$ cat src/cptm_pkg.sv
// ----------------------------------------------------------------------------
// cptm_pkg: shared types and constants for the closest-point block
// Field widths, datapath widths and the request words that pass between
// the sequencer, the multiply-accumulate unit and the fraction divider.
// ----------------------------------------------------------------------------
package cptm_pkg;

  localparam int CW    = 16;        // input coordinate, Q8.8
  localparam int EW    = CW + 1;    // edge and offset vectors, Q9.8
  localparam int DOTW  = 36;        // dot products a..e, Q20.16
  localparam int ACCW  = 72;        // accumulator, det, s and t
  localparam int XW    = DOTW;      // wide multiplier operand
  localparam int SPLIT = 19;        // low slice of a split operand
  localparam int YW    = SPLIT + 1; // narrow multiplier operand
  localparam int SHW   = 5;         // product shift amount
  localparam int FW    = 17;        // Q0.16 fraction including 1.0
  localparam int OW    = 24;        // output point, Q8.16
  localparam int DSW   = 52;        // squared distance, Q20.32
  localparam int IW    = 2;         // register index

  localparam logic [FW-1:0]  ONE_Q16  = 17'h10000;
  localparam logic [DSW-1:0] DIST_MAX = {DSW{1'b1}};

  localparam logic [IW-1:0] REG_QX = 2'd0;
  localparam logic [IW-1:0] REG_QY = 2'd1;
  localparam logic [IW-1:0] REG_QZ = 2'd2;

  // one multiply-accumulate step: acc = (clr ? 0 : acc) +/- (x * y) << sh
  typedef struct packed {
    logic                  clr;
    logic                  neg;
    logic signed [XW-1:0]  x;
    logic signed [YW-1:0]  y;
    logic [SHW-1:0]        sh;
  } mac_op_t;

  typedef struct packed {
    logic                   start;
    logic signed [ACCW-1:0] num;
    logic signed [ACCW-1:0] den;
  } div_req_t;

  typedef struct packed {
    logic          done;
    logic [FW-1:0] q;
  } div_rsp_t;

endpackage

$ cat src/cptm_mac.sv
// ----------------------------------------------------------------------------
// cptm_mac: shared multiply-accumulate unit
// One signed product a cycle, shifted and added to or taken from the
// accumulator. Wide products are built from two steps on split operands.
// ----------------------------------------------------------------------------
module cptm_mac import cptm_pkg::*; (
  input  logic                   clk,
  input  mac_op_t                op,
  output logic signed [ACCW-1:0] acc
);

  logic signed [XW+YW-1:0] prod;
  logic signed [ACCW-1:0]  term;
  logic signed [ACCW-1:0]  base;
  logic signed [ACCW-1:0]  acc_r, acc_nxt;

  always_comb begin
    prod    = op.x * op.y;
    term    = ACCW'(prod) <<< op.sh;
    base    = op.clr ? '0 : acc_r;
    acc_nxt = op.neg ? base - term : base + term;
  end

  always_ff @(posedge clk) begin
    acc_r <= acc_nxt;
  end

  assign acc = acc_r;

endmodule

$ cat config.mk
export PLATFORM = sky130hd
export DESIGN_NAME = cptm_mac
export DESIGN_NICKNAME = d
export VERILOG_FILES = /design/src/cptm_pkg.sv /design/src/cptm_mac.sv
export SDC_FILE = /design/constraint.sdc
export NUM_CORES = 2
export LEC_CHECK = 0
export BUFFER_PORTS_ARGS = -buffer_cell sky130_fd_sc_hd__buf_2
export CAP_MARGIN = 5
export CORE_MARGIN = 2
export CORE_UTILIZATION = 62
export CTS_BUF_LIST = sky130_fd_sc_hd__clkbuf_4
export DETAILED_ROUTE_END_ITERATION = 10
export PLACE_DENSITY_LB_ADDON = 0.12
export SYNTH_ARGS = -nofsm -noshare
export SYNTH_HDL_FRONTEND = slang
export SYNTH_SLANG_ARGS = --single-unit
export TNS_END_PERCENT = 50
$ cat constraint.sdc
create_clock -name clk -period 31.5 [get_ports clk]
set_input_delay 1.575 -clock clk [delete_from_list [all_inputs] [get_ports clk]]
set_output_delay 1.575 -clock clk [all_outputs]
set_load 0.02 [all_outputs]
-- After elaboration in Yosys (flattened, before gate mapping)
Index checks and enable logic that the tools add are counted.
- output and inout port bits: 72
- logic and storage cells: 7
- register bits after elaboration: 72
- bits of input ports: 64
- $mul: 1
- shift operators: 1
- add/subtract/negate cells: 2
- mux-type cells: 2
- operators with widths (kind ; number):
    $mux W72 ; 2
    $add A72 B72 Y72 ; 1
    $sshl A56 B5 Y72 ; 1
    $sub A72 B72 Y72 ; 1
    $mul A36 B20 Y56 ; 1

-- Logic depth before layout (Yosys ltp)
- word-level depth: 4
- gate-level depth with buffers: 52
- depth with buffers taken out: 47

-- Worst setup path before layout
OpenSTA, ideal clock, no wires.
- kind: input to register
- start point: input port op[10] (netlist bit)
- end point: register acc_r[71], in the netlist acc[71]
- required time: 31.375 ns
- setup time: 0.125 ns
- setup slack: 18.693 ns
- buffers on the path: 5
- arrival time: 12.682 ns
- stages on the path: 48
- cell sequence: clkbuf_1 clkbuf_1 nand2_1 fa_1 fa_1 fa_1 inv_1 fa_1 fa_1 fa_1 inv_1 fa_1 inv_1 ha_1 buf_6 a21oi_1 o221ai_1 a21o_1 [... 12 more ...] nor2_1 xnor2_1 ha_1 a21o_1 a21oi_1 nor2b_1 or2_2 a21oi_1 nor2b_1 o21ai_0 o21ai_0 a211oi_1 nor3_1 o21ai_0 nand2b_1 a21o_1 a221o_1 xnor2_1
- longest elaborated chain between the ends: 4
- elaborated cells between the ends (all ways): 5
- those cells by class: 2 x add/sub; 1 x mul; 1 x shift; 1 x mux
- ends and longest elaborated chain (item ; line ; RTL):
    start, declared ; cptm_mac.sv:8 ; input mac_op_t op,
    $mul A36 B20 Y56 * ; cptm_mac.sv:18 ; prod = op.x * op.y;
    $sshl A56 B5 Y72 * ; cptm_mac.sv:19 ; term = ACCW'(prod) <<< op.sh;
    $add A72 B72 Y72 / $sub A72 B72 Y72 (equally long branches) ; cptm_mac.sv:21 ; acc_nxt = op.neg ? base - term : base + term;
    $mux W72 * ; cptm_mac.sv:21 ;
    via acc_nxt[71] ; cptm_mac.sv:15 ; logic signed [ACCW-1:0] acc_r, acc_nxt;
    end signal, assigned ; cptm_mac.sv:25 ; acc_r <= acc_nxt;
    end, declared ; cptm_mac.sv:15 ;
The timed path passes the listed nets; every way through them passes the cells marked *.

-- Worst setup path in the final report
- start point: input port op[16] (netlist bit)
- end point: register acc_r[71], in the netlist acc[71]
Same word-level chain as after synthesis.

==> results.rst <==
.. list-table::
   :header-rows: 1

   * - Metric
     - Value
   * - Launching point of the worst reg2reg path
     - acc[0]
   * - Max frequency
     - between 0.06 and 0.07 GHz
   * - Clk_skew
     - approximately 0.035 ns
   * - Clock buffers created by TritonCTS
     - 9
   * - Least-Margin Pin Slew
     - 1.12 ns
   * - Final #Nets
     - between 5000 and 6000
   * - Final critical-path share of the clock period
     - between 40% and 50%
   * - DRC violations left
     - 0
   * - CP max FO
     - 36
   * - Sequential element share of the synthesized area
     - 3.61%
   * - Number of H-tree levels
     - 3
   * - Startpoint kind of the worst setup timing path
     - input port
   * - Number of input and output port buffers inserted
     - approximately 140
   * - WP data arrival
     - ~15 ns
   * - Top flip-flop cell by instance count after synthesis
     - sky130_fd_sc_hd__dfxtp_1
   * - Flip-flop and latch count after synthesis
     - 72
   * - Clock-pin slew of the registers on the worst-case setup and hold paths
     - about 0.13 ns
   * - Pin count of the biggest net entering global routing
     - 84
   * - Kind of end point of the critical path
     - flip-flop
   * - Gate count after technology mapping
     - ~5000
   * - Result of the run
     - finished clean
   * - TritonCTS clock tree
     - yes
   * - Routed vias/inst
     - between 6 and 7
   * - DIE HEIGHT
     - between 200 and 300 um
   * - Antenna violations before repair
     - 2
   * - Routed WL
     - roughly 120 mm
   * - Initial DRC Count
     - between 3000 and 4000
   * - Unrepaired setup endpoints after global routing
     - false
   * - Layout cell share with drive strength beyond 1
     - approximately 5.7%
   * - Hold-fix buffer count after cts
     - 0
   * - Final GP Congestion
     - roughly 1.0
   * - Post-CTS setup buffer count
     - 0
   * - Aggregate global routing overflow
     - 0
   * - TritonCTS sink count
     - about 70
   * - Number of gates resized after cts
     - 0
   * - Number of nets produced by synthesis
     - roughly 5900
   * - Area Overhead vs Synth
     - 2.11%
   * - Total cell area at the placement stage
     - just over 40000 um^2
   * - Number of nets still failing antenna checks after routing
     - 0
   * - Mean Syn Cell Area
     - about 8.0 um^2
   * - Maximum number of buffers from clock root to sink
     - 2
   * - GRT Util Overall
     - roughly 36%
   * - Leading cell type in the layout, fill and taps excluded
     - sky130_fd_sc_hd__inv_1
   * - Count of synthesis-stage warnings from yosys
     - 0
   * - Critical Path Start
     - op[16]
   * - Area of the placeable core
     - between 60000 and 70000 um^2
   * - Slowest library cell on the worst path
     - sky130_fd_sc_hd__nor3_1
   * - Average wire per standard cell
     - between 20 and 25 um
   * - Async S/R FF share, synth
     - 0%
   * - CTS Root Buffer Type
     - sky130_fd_sc_hd__clkbuf_4
   * - Wire length of the first global-routing pass
     - approximately 190 mm
   * - Setup TNS Final
     - 0 ns
   * - Initial standard-cell utilization of the core
     - approximately 63%
   * - Number of global-route vias before repair
     - approximately 36000
   * - Max FFs per register
     - 72
   * - Number of I/O pins
     - around 140
   * - Maximum Capacitance Violations
     - 0
   * - Post-synthesis instance area
     - roughly 40000 um^2
   * - Final Setup Violations
     - 0
   * - Startpoint-to-endpoint class of the critical path
     - in2reg
   * - Detailed-placement wirelength estimate
     - ~93 mm
   * - Number of hold violations in the final report
     - 0
   * - Worst rel slew slack
     - 23.6%
   * - Total via count after detailed routing
     - between 30000 and 40000
   * - Die width
     - approximately 260 um
   * - Standard-cell rows
     - 92
   * - Worst-skew pair later-pin latency
     - slightly above 0.5 ns
   * - Biggest cell delay along the critical path
     - about 0.83 ns
   * - Die footprint
     - 66400 um^2
   * - Number of different library cells in the post-synthesis netlist
     - 110
   * - Number of flops mapped to enable cells by yosys
     - 0
   * - Most frequent cells in the layout
     - 831 x sky130_fd_sc_hd__inv_1, 709 x sky130_fd_sc_hd__fa_1, 528 x sky130_fd_sc_hd__nand2_1
   * - Classification of the worst-slack hold path
     - reg2reg
   * - Library cell appearing most often on the critical path
     - sky130_fd_sc_hd__fa_1
   * - Final period demand of the worst path
     - approximately 14 ns
   * - Final design instance area without fill
     - around 40000 um^2
   * - Origin of the worst min-delay path
     - acc[0]
   * - Initial DRT Pass Iterations
     - 7
   * - Final slew viol count
     - 0
   * - Utilization of the core after routing
     - ~64%
   * - Data required time of the critical path
     - roughly 32 ns
synth_stat cells, drive strengths merged (11+ instances only):
cell type,instances,area share [%]
a211o,11,0.24
clkbuf,238,2.2
or3,28,0.46
and2,397,6.2
xnor2,108,2.4
inv,832,7.8
o211a,15,0.38
and4,17,0.37
o211ai,47,0.90
nor4,29,0.55
a21boi,13,0.25
o21a,40,0.75
o221ai,19,0.45
mux4,12,0.68
a2111oi,19,0.47
a221o,11,0.28
xor2,50,1.1
nor3,64,0.80
ha,211,6.6
nand2b,39,0.61
a21o,79,1.5
o22ai,16,0.25
and3,37,0.58
mux2i,34,0.85
o2111ai,14,0.31
nand3,86,1.1
nor2,250,2.4
dfxtp,72,3.6
fa,709,36
a21oi,243,3.1
a31oi,45,0.72
nand4,45,0.72
nand2,528,5.0
nor2b,96,1.5
a211oi,36,0.72
o31ai,20,0.39
a221oi,17,0.39
buf,58,0.76
o21ai,141,1.8
o21bai,25,0.47
mux2,20,0.56
or2,24,0.38
final cells by class:
type / instances / area (um^2)
Sequential cell: 72 / 1440
Antenna cell: 3 / 7.51
Clock buffer: 9 / 67.6
Multi-Input combinational cell: 3763 / 34100
Clock inverter: 6 / 61.3
Fill cell: 5698 / 22600
Inverter: 834 / 3130
Timing Repair Buffer: 157 / 843
Tap cell: 846 / 1060
metrics by stage:
step / cells / hold WS, ns / setup slack [ns]
finish: 5690 / 0.594 / 17.07
global route: 5690 / 0.640 / 16.46
CTS: 5687 / 0.598 / 17.56
detailed placement: 5672 / 0.578 / 17.03
global placement: 5672 / 0.577 / 17.06
floorplan: 4965 / 0.642 / 18.69
cells by family (layout without fill, tap and decap cells):
| logic type | Yosys count | in the layout | synth area share (%) |
|---|---|---|---|
| and+or+nand+nor | 1682 | 1682 | 21.5 |
| muxes | 66 | 66 | 2.10 |
| AOI/OAI and AO/OA | 937 | 937 | 16.3 |
| xor gates and xnor gates | 158 | 158 | 3.47 |
| other | 0 | 3 | 0 |
| buffers and inverters | 1130 | 1006 | 10.8 |
| DFF | 72 | 72 | 3.61 |
| adders and majority gates | 920 | 920 | 42.2 |
critical path, delay by kind of cell:
kind            cells  cell delay, ns
compound gates     15            3.92
mux                 1            0.36
fa+ha+maj           9            4.36
buf+inv             4            0.81
xor+xnor            2            0.28
simple gates       12            3.46
path summary, 6_finish.rpt:
check / end / slack [ns] / cells after the start
setup / recovery: acc[71] / 17.07 / 43
hold / removal: acc[0] / 0.59 / 3
setup reg to reg: acc[70] / 26.14 / 19
hold reg to reg: acc[0] / 0.59 / 3
metal layers:
metal	GRT usage, %	vias to the layer above	routed length [um]
met5	0	-	0
met4	11.4	0	3900
met3	4.50	298	9180
met2	60.6	1626	56000
met1	48.1	17570	46900
li1	-	15913	-
Power is not shown: default switching activity piles up to over one toggle a cycle in this logic, so the estimate is an artifact.
