## src/cptm_pkg.sv

```systemverilog
// ----------------------------------------------------------------------------
// cptm_pkg: shared types and constants for the closest-point block
// Field widths, datapath widths and the request words that pass between
// the sequencer, the multiply-accumulate unit and the fraction divider.
// ----------------------------------------------------------------------------
package cptm_pkg;

  localparam int CW    = 16;        // input coordinate, Q8.8
  localparam int EW    = CW + 1;    // edge and offset vectors, Q9.8
  localparam int DOTW  = 36;        // dot products a..e, Q20.16
  localparam int ACCW  = 72;        // accumulator, det, s and t
  localparam int XW    = DOTW;      // wide multiplier operand
  localparam int SPLIT = 19;        // low slice of a split operand
  localparam int YW    = SPLIT + 1; // narrow multiplier operand
  localparam int SHW   = 5;         // product shift amount
  localparam int FW    = 17;        // Q0.16 fraction including 1.0
  localparam int OW    = 24;        // output point, Q8.16
  localparam int DSW   = 52;        // squared distance, Q20.32
  localparam int IW    = 2;         // register index

  localparam logic [FW-1:0]  ONE_Q16  = 17'h10000;
  localparam logic [DSW-1:0] DIST_MAX = {DSW{1'b1}};

  localparam logic [IW-1:0] REG_QX = 2'd0;
  localparam logic [IW-1:0] REG_QY = 2'd1;
  localparam logic [IW-1:0] REG_QZ = 2'd2;

  // one multiply-accumulate step: acc = (clr ? 0 : acc) +/- (x * y) << sh
  typedef struct packed {
    logic                  clr;
    logic                  neg;
    logic signed [XW-1:0]  x;
    logic signed [YW-1:0]  y;
    logic [SHW-1:0]        sh;
  } mac_op_t;

  typedef struct packed {
    logic                   start;
    logic signed [ACCW-1:0] num;
    logic signed [ACCW-1:0] den;
  } div_req_t;

  typedef struct packed {
    logic          done;
    logic [FW-1:0] q;
  } div_rsp_t;

endpackage

```

## src/cptm_div.sv

```systemverilog
// ----------------------------------------------------------------------------
// cptm_div: Q0.16 fraction divider
// Restoring division, one quotient bit a cycle. Result is clamped to [0,1]:
// zero for a non-positive numerator or divisor, one when num >= den.
// ----------------------------------------------------------------------------
module cptm_div import cptm_pkg::*; (
  input  logic     clk,
  input  logic     rst_n,
  input  div_req_t req,
  output div_rsp_t rsp
);

  localparam int RW   = ACCW + 1;
  localparam int ITER = FW - 1;
  localparam int CNTW = $clog2(ITER);

  logic                busy_r, busy_nxt;
  logic                done_r, done_nxt;
  logic [CNTW-1:0]     cnt_r, cnt_nxt;
  logic [RW-1:0]       rem_r, rem_nxt, rem_sh, dvs;
  logic [ACCW-1:0]     den_r, den_nxt;
  logic [FW-1:0]       q_r, q_nxt;

  always_comb begin
    busy_nxt = busy_r;
    done_nxt = 1'b0;
    cnt_nxt  = cnt_r;
    rem_nxt  = rem_r;
    den_nxt  = den_r;
    q_nxt    = q_r;
    rem_sh   = {rem_r[RW-2:0], 1'b0};
    dvs      = {1'b0, den_r};
    if (req.start) begin
      if (req.den <= 0 || req.num <= 0) begin
        q_nxt    = '0;
        done_nxt = 1'b1;
      end else if (req.num >= req.den) begin
        q_nxt    = ONE_Q16;
        done_nxt = 1'b1;
      end else begin
        busy_nxt = 1'b1;
        cnt_nxt  = '0;
        rem_nxt  = {1'b0, req.num};
        den_nxt  = req.den;
        q_nxt    = '0;
      end
    end else if (busy_r) begin
      if (rem_sh >= dvs) begin
        rem_nxt = rem_sh - dvs;
        q_nxt   = {q_r[FW-2:0], 1'b1};
      end else begin
        rem_nxt = rem_sh;
        q_nxt   = {q_r[FW-2:0], 1'b0};
      end
      cnt_nxt = cnt_r + 1'b1;
      if (cnt_r == CNTW'(ITER - 1)) begin
        busy_nxt = 1'b0;
        done_nxt = 1'b1;
      end
    end
  end

  always_ff @(posedge clk) begin
    if (!rst_n) begin
      busy_r <= 1'b0;
      done_r <= 1'b0;
    end else begin
      busy_r <= busy_nxt;
      done_r <= done_nxt;
    end
  end

  always_ff @(posedge clk) begin
    cnt_r <= cnt_nxt;
    rem_r <= rem_nxt;
    den_r <= den_nxt;
    q_r   <= q_nxt;
  end

  assign rsp.done = done_r;
  assign rsp.q    = q_r;

endmodule

```

## config.mk

```make
export PLATFORM = sky130hd
export DESIGN_NAME = cptm_div
export DESIGN_NICKNAME = d
export VERILOG_FILES = /design/src/cptm_pkg.sv /design/src/cptm_div.sv
export SDC_FILE = /design/constraint.sdc
export NUM_CORES = 1
export LEC_CHECK = 0
export BUFFER_PORTS_ARGS = -buffer_cell sky130_fd_sc_hd__buf_2
export CELL_PAD_IN_SITES_DETAIL_PLACEMENT = 0
export CELL_PAD_IN_SITES_GLOBAL_PLACEMENT = 1
export CORE_MARGIN = 1.5
export CORE_UTILIZATION = 46
export DETAILED_ROUTE_END_ITERATION = 7
export GPL_ROUTABILITY_DRIVEN = 0
export HOLD_SLACK_MARGIN = 0.12
export PLACE_DENSITY_LB_ADDON = 0.1
export REMOVE_ABC_BUFFERS = 1
export SLEW_MARGIN = 20
export SYNTH_ARGS = -nofsm -noshare
export SYNTH_HDL_FRONTEND = slang
export SYNTH_SLANG_ARGS = --single-unit
```

## constraint.sdc

```tcl
create_clock -name clk -period 9.3 [get_ports clk]
set_clock_uncertainty 0.05 [all_clocks]
set_input_delay 0.93 -clock clk [delete_from_list [all_inputs] [get_ports clk]]
set_output_delay 0.93 -clock clk [all_outputs]
set_load 0.05 [all_outputs]
```

# Yosys cells after proc, flatten, opt, wreduce, memory -nomap -nowiden
# Index checks and enable logic that the tools add are counted.
[totals]
out_inout_bits = 18
ff_bits = 167
[classes]
n_lt_le_gt_ge = 4
n_bitwise = 2
n_addsub = 2
eq_ne = 3
muxes = 24
reduce_logical = 5
[op_table]
columns = ["cell", "n"]
rows = [
  ["$mux W72", 5],
  ["$le A72 B1 Y1 const B", 2],
  ["$ge A73 B72 Y1", 1],
  ["$ge A72 B72 Y1", 1],
  ["$sub A72 B72 Y72", 1],
  ["$mux W17", 4],
  ["$mux W4", 4],
  ["$mux W1", 11],
  ["$reduce_and A3 Y1", 2],
  ["$add A4 B1 Y4 const B", 1],
  ["$eq A4 B4 Y1 const B", 1],
  ["$ne A2 B2 Y1 const B", 2],
  ["$not A1 Y1", 2],
  ["$reduce_and A2 Y1", 1],
  ["$reduce_bool A2 Y1", 1],
  ["$logic_or A1 B1 Y1", 1],
]

# Logic depth before layout (Yosys ltp)
[logic_depth]
ltp_word = 4
ltp_mapped = 15
depth_no_buf = 12

# Least setup slack after synthesis
# No wires, ideal clock.
[synth_path]
path_type = "input to register"
start = "input port req[38] (netlist name)"
end = "register cnt_r[0], enable pin"
n_path_buf = 0
arrival_ns = 7.855
slack_ns = 0.962
t_required_ns = 8.817
setup_ns = 0.433
path_stages = 12
cell_sequence = "inv_1 -> ha_1 -> nand4_1 -> nor2_1 -> nand2_1 -> or2_0 -> nor4_1 -> a221o_1 -> nor2_1 -> or3_1 -> a21oi_1 -> a21o_1"
[synth_between]
elab_chain_cells = 4
elab_cells_between_ends = 6
[synth_lines]
columns = ["item", "line", "rtl"]
rows = [
  ["start: declaration", "cptm_div.sv:9", "input div_req_t req,"],
  ["$le A72 B1 Y1", "cptm_div.sv:34", "if (req.den <= 0 || req.num <= 0) begin"],
  ["$logic_or A1 B1 Y1", "cptm_div.sv:34", ""],
  ["$ne A2 B2 Y1 (no line)", "-", ""],
  ["$reduce_and A3 Y1 (no line) (*)", "-", ""],
  ["end signal: assignment", "cptm_div.sv:74", "cnt_r <= cnt_nxt;"],
  ["end: declaration", "cptm_div.sv:19", "logic [CNTW-1:0] cnt_r, cnt_nxt;"],
]
# Every way passes the cells marked *; elsewhere a longest branch is shown, timed or not.
# A chain may end at the register's enable or synchronous reset.

# Worst setup path in the final report
[layout_path]
start = "input port req[71] (netlist name)"
end = "register rem_r[23], enable pin"
[layout_between]
elab_chain_cells = 4
elab_cells_between_ends = 6
[layout_lines]
columns = ["item", "line", "rtl"]
rows = [
  ["$le A72 B1 Y1", "cptm_div.sv:34", ""],
  ["$logic_or A1 B1 Y1", "cptm_div.sv:34", ""],
  ["$ne A2 B2 Y1 (no line)", "-", ""],
  ["$reduce_and A3 Y1 (no line) (*)", "-", ""],
  ["end signal: assignment", "cptm_div.sv:75", "rem_r <= rem_nxt;"],
  ["end: declaration", "cptm_div.sv:20", "logic [RW-1:0] rem_r, rem_nxt, rem_sh, dvs;"],
]
# Marks and branches as above.

==> impl_metrics.yaml <==
drt:
  drc: 0
  via_per_inst: 5.89
  dr.pass1.iters: 5
  initialDrtViolationCount: 1244
  ant_nets: 0
  detailroute.via_count: 12500
  routedWlPerCell_um: 21.4
  drt-total-wl_um: 45300
clocking:
  clockRootBuffer: "sky130_fd_sc_hd__clkbuf_16"
  post-cts-setup-buffers: 0
  cts_hold_buffers: 0
  cts_tree: "done"
  cts.path.max_buffers: 2
  cts_sink_count: 167
  clk_transition_reported_paths_ns: 0.08
  ctsHtreeMaxLevel: 4
  cts_resized: 0
  cts_made_buffers: 17
  clock_latency_ns: 0.45
synthesis:
  synth_cell_type_count: 84
  synth_top_cell_by_area: "sky130_fd_sc_hd__edfxtp_1"
  synth_edf_count: 165
  synth.top_cells.by_area: "sky130_fd_sc_hd__edfxtp_1 36%, sky130_fd_sc_hd__ha_1 13%, sky130_fd_sc_hd__nand2_1 5.4%"
  yosysTopAreaCellShare_pct: 36.0
  yosys_warnings: 0
  synthesis.area_per_instance_um2: 8.70
  sequential_element_share_of_the_synthesized_area_pct: 36.3
  post_synth_inst_count: 1583
  synth-async-reset-ratio_pct: 0
  ffs_latches_synth: 167
  synth_ff_type: "sky130_fd_sc_hd__edfxtp_1"
  syn_area_um2: 13800
timing:
  setup_repair_after_global_routing_missed_its_margin: "false"
  final_tns_setup_ns: 0
  final_max_slew_viol_count: 0
  finalSetupViolations: 0
  hold_viol: 0
  slew_headroom_pct: 19.3
  layout_worst_path_cycle_share_pct: 57.1
  fmax_ghz: 0.188
  period_needed_ns: 5.31
  tightestPinTransition_ns: 1.20
setup_path:
  crit_path_start_kind: "primary input"
  cpMostUsedCell: "sky130_fd_sc_hd__nor2_1"
  worstPathArrival_ns: 5.38
  critical_path_required_ns: 9.38
  cp_cell_sequence: "buf_2 > inv_1 > ha_1 > nand4_1 > nor2_1 > nand3_1 > nor4_1 > a221o_1 > nor2_1 > or3_1 > a21oi_4 > buf_4 > a21o_4 > buf_12"
  slowest_stage: "sky130_fd_sc_hd__buf_4"
  critical_path.max_stage_delay_ns: 0.87
  crit_type: "in -> reg"
  worstSetupEndpointType: "flip-flop"
  worst-path-max-fanout: 74
  worst_path_dominant_cell_family: "simple AND/OR/NAND/NOR gates"
  critPathBufInv: 4
layout:
  finalNetCount: 2006
  most-common-layout-cells: "198 x sky130_fd_sc_hd__nand2_1, 165 x sky130_fd_sc_hd__edfxtp_1, 164 x sky130_fd_sc_hd__inv_1, 164 x sky130_fd_sc_hd__buf_2, 145 x sky130_fd_sc_hd__ha_1"
  layout.cells.most_common: "sky130_fd_sc_hd__nand2_1"
  drive_gt1_share_pct: 13.7
  syn_to_final_growth_pct: 12.6
place:
  place.detailed.hpwl_um: 35400
  port_buffers: 164
pwr:
  power.share.switching_pct: 35.2
  power_frac_clock_pct: 32.6
  p_seq_share_pct: 39.5
  p_leak_uw: 0.00684
  peakVddDrop_v: 0.000112
  power.share.combinational_pct: 27.8
  power_density_nw_per_um2: 147
  power.internal_uw: 1480
  net-switching-power_uw: 801
  totalPowerFinal_uw: 2280
flow_run:
  drv.max_cap_violation_count: 0
grt:
  global_route.overflow_total: 0
  grt_usage_pct: 29.4
  maximum_number_of_pins_on_one_net_before_global_route_repair: 82
  antenna_violations_before_repair: 3
  first_pass_grt_wire_length_um: 69100
  via_count_of_the_first_global_routing_pass: 11900
floorplanning:
  floorplan.initialDensity_pct: 46.6
  fp.dieArea_um2: 31000
  top_level_ports: 165
  fp.dieW_um: 176
  placementRows: 63
  core_area_um2: 29600
  dieHeight_um: 176
min_path:
  timing.hold.worst.class: "reg -> reg"
run_status:
  status: "finished clean"
[cell usage after synthesis, drive strengths merged (14+ instances only)]
cell / n
ha: 145
clkbuf: 29
nand4: 52
nor2: 124
edfxtp: 165
buf: 32
a21oi: 138
inv: 165
o21bai: 14
xnor2: 38
o21ai: 69
nand3: 20
a21o: 62
nor4: 42
nor3: 24
nand2: 201
nor2b: 27
xor2: 24
a31oi: 51
[power by group through the flow]
stage | registers (uW) | logic [uW] | clock network (uW)
6_report | 901 | 634 | 744
5_1_grt | 905 | 698 | 783
4_1_cts | 901 | 625 | 751
3_5_place_dp | 917 | 621 | 0
3_3_place_gp | 917 | 617 | 0
2_1_floorplan | 936 | 397 | 0
[stage by stage]
stage / setup slack [ns] / cells / util [%] / hold slack (ns) / cell area, um^2
5_1_grt: 3.70 / 2118 / 52.4 / 0.530 / 15500
4_1_cts: 3.90 / 2115 / 52.4 / 0.495 / 15500
3_3_place_gp: 3.60 / 2083 / 50.3 / 0.465 / 14900
6_report: 3.99 / 2118 / 52.4 / 0.485 / 15500
3_5_place_dp: 3.44 / 2083 / 50.3 / 0.467 / 14900
2_1_floorplan: 0.962 / 1522 / - / 0.413 / 13500
[logic make-up after synthesis]
| group | Yosys count | synth area share [%] |
|---|---|---|
| buf+inv | 227 | 6.59 |
| fa+ha+maj | 146 | 13.3 |
| mux | 6 | 0.445 |
| compound gates | 409 | 19.1 |
| simple gates | 566 | 20.4 |
| xor+xnor | 62 | 3.94 |
| flops | 167 | 36.3 |
[sequential cells by signal (all words and copies together), names as in the netlist]
name    count
den_r      72
rem_r      72
q_r        17
cnt_r       4
busy_r      1
done_r      1
[area by class of cell]
type	count	area, um^2
flip-flops and latches	167	4990
multi-input cells	1189	7900
repair buffers	172	893
diodes	2	5.00
well taps	390	488
clock inverters	15	176
fillers	2895	14100
clock buffers	17	425
inverters	166	624
[final timing paths]
check / start / end / slack, ns / cells past startpoint
setup reg to reg: rem_r[25]$_DFFE_PP_ / rem_r[16]$_DFFE_PP_ / 4.88 / 12
hold / removal: busy_r$_SDFFE_PN0P_ / done_r$_SDFF_PN0_ / 0.48 / 2
hold reg to reg: busy_r$_SDFFE_PN0P_ / done_r$_SDFF_PN0_ / 0.48 / 2
setup / recovery: req[71] / rem_r[23]$_DFFE_PP_ / 3.99 / 14
[per-layer routing]
metal	up-vias	share of wire, %	GRT usage (%)
li1	6030	-	-
met1	5955	45	41.4
met2	444	46	47.2
met3	45	6.8	4.44
met4	2	1.6	7.55
met5	-	0.031	0
[worst reg2reg max path: stages, from the launching register on]
cell,delay [ns]
sky130_fd_sc_hd__edfxtp_1,0.40
sky130_fd_sc_hd__ha_1,0.46
sky130_fd_sc_hd__a21oi_1,0.19
sky130_fd_sc_hd__o21ai_1,0.26
sky130_fd_sc_hd__a2bb2oi_1,0.13
sky130_fd_sc_hd__a21oi_1,0.29
sky130_fd_sc_hd__nor2b_1,0.32
sky130_fd_sc_hd__nor2_1,0.12
sky130_fd_sc_hd__a211oi_2,0.37
sky130_fd_sc_hd__or2_2,0.68
sky130_fd_sc_hd__buf_4,0.52
sky130_fd_sc_hd__mux2i_1,0.25
sky130_fd_sc_hd__o21ai_1,0.09
(Power assumes the default switching activity.)
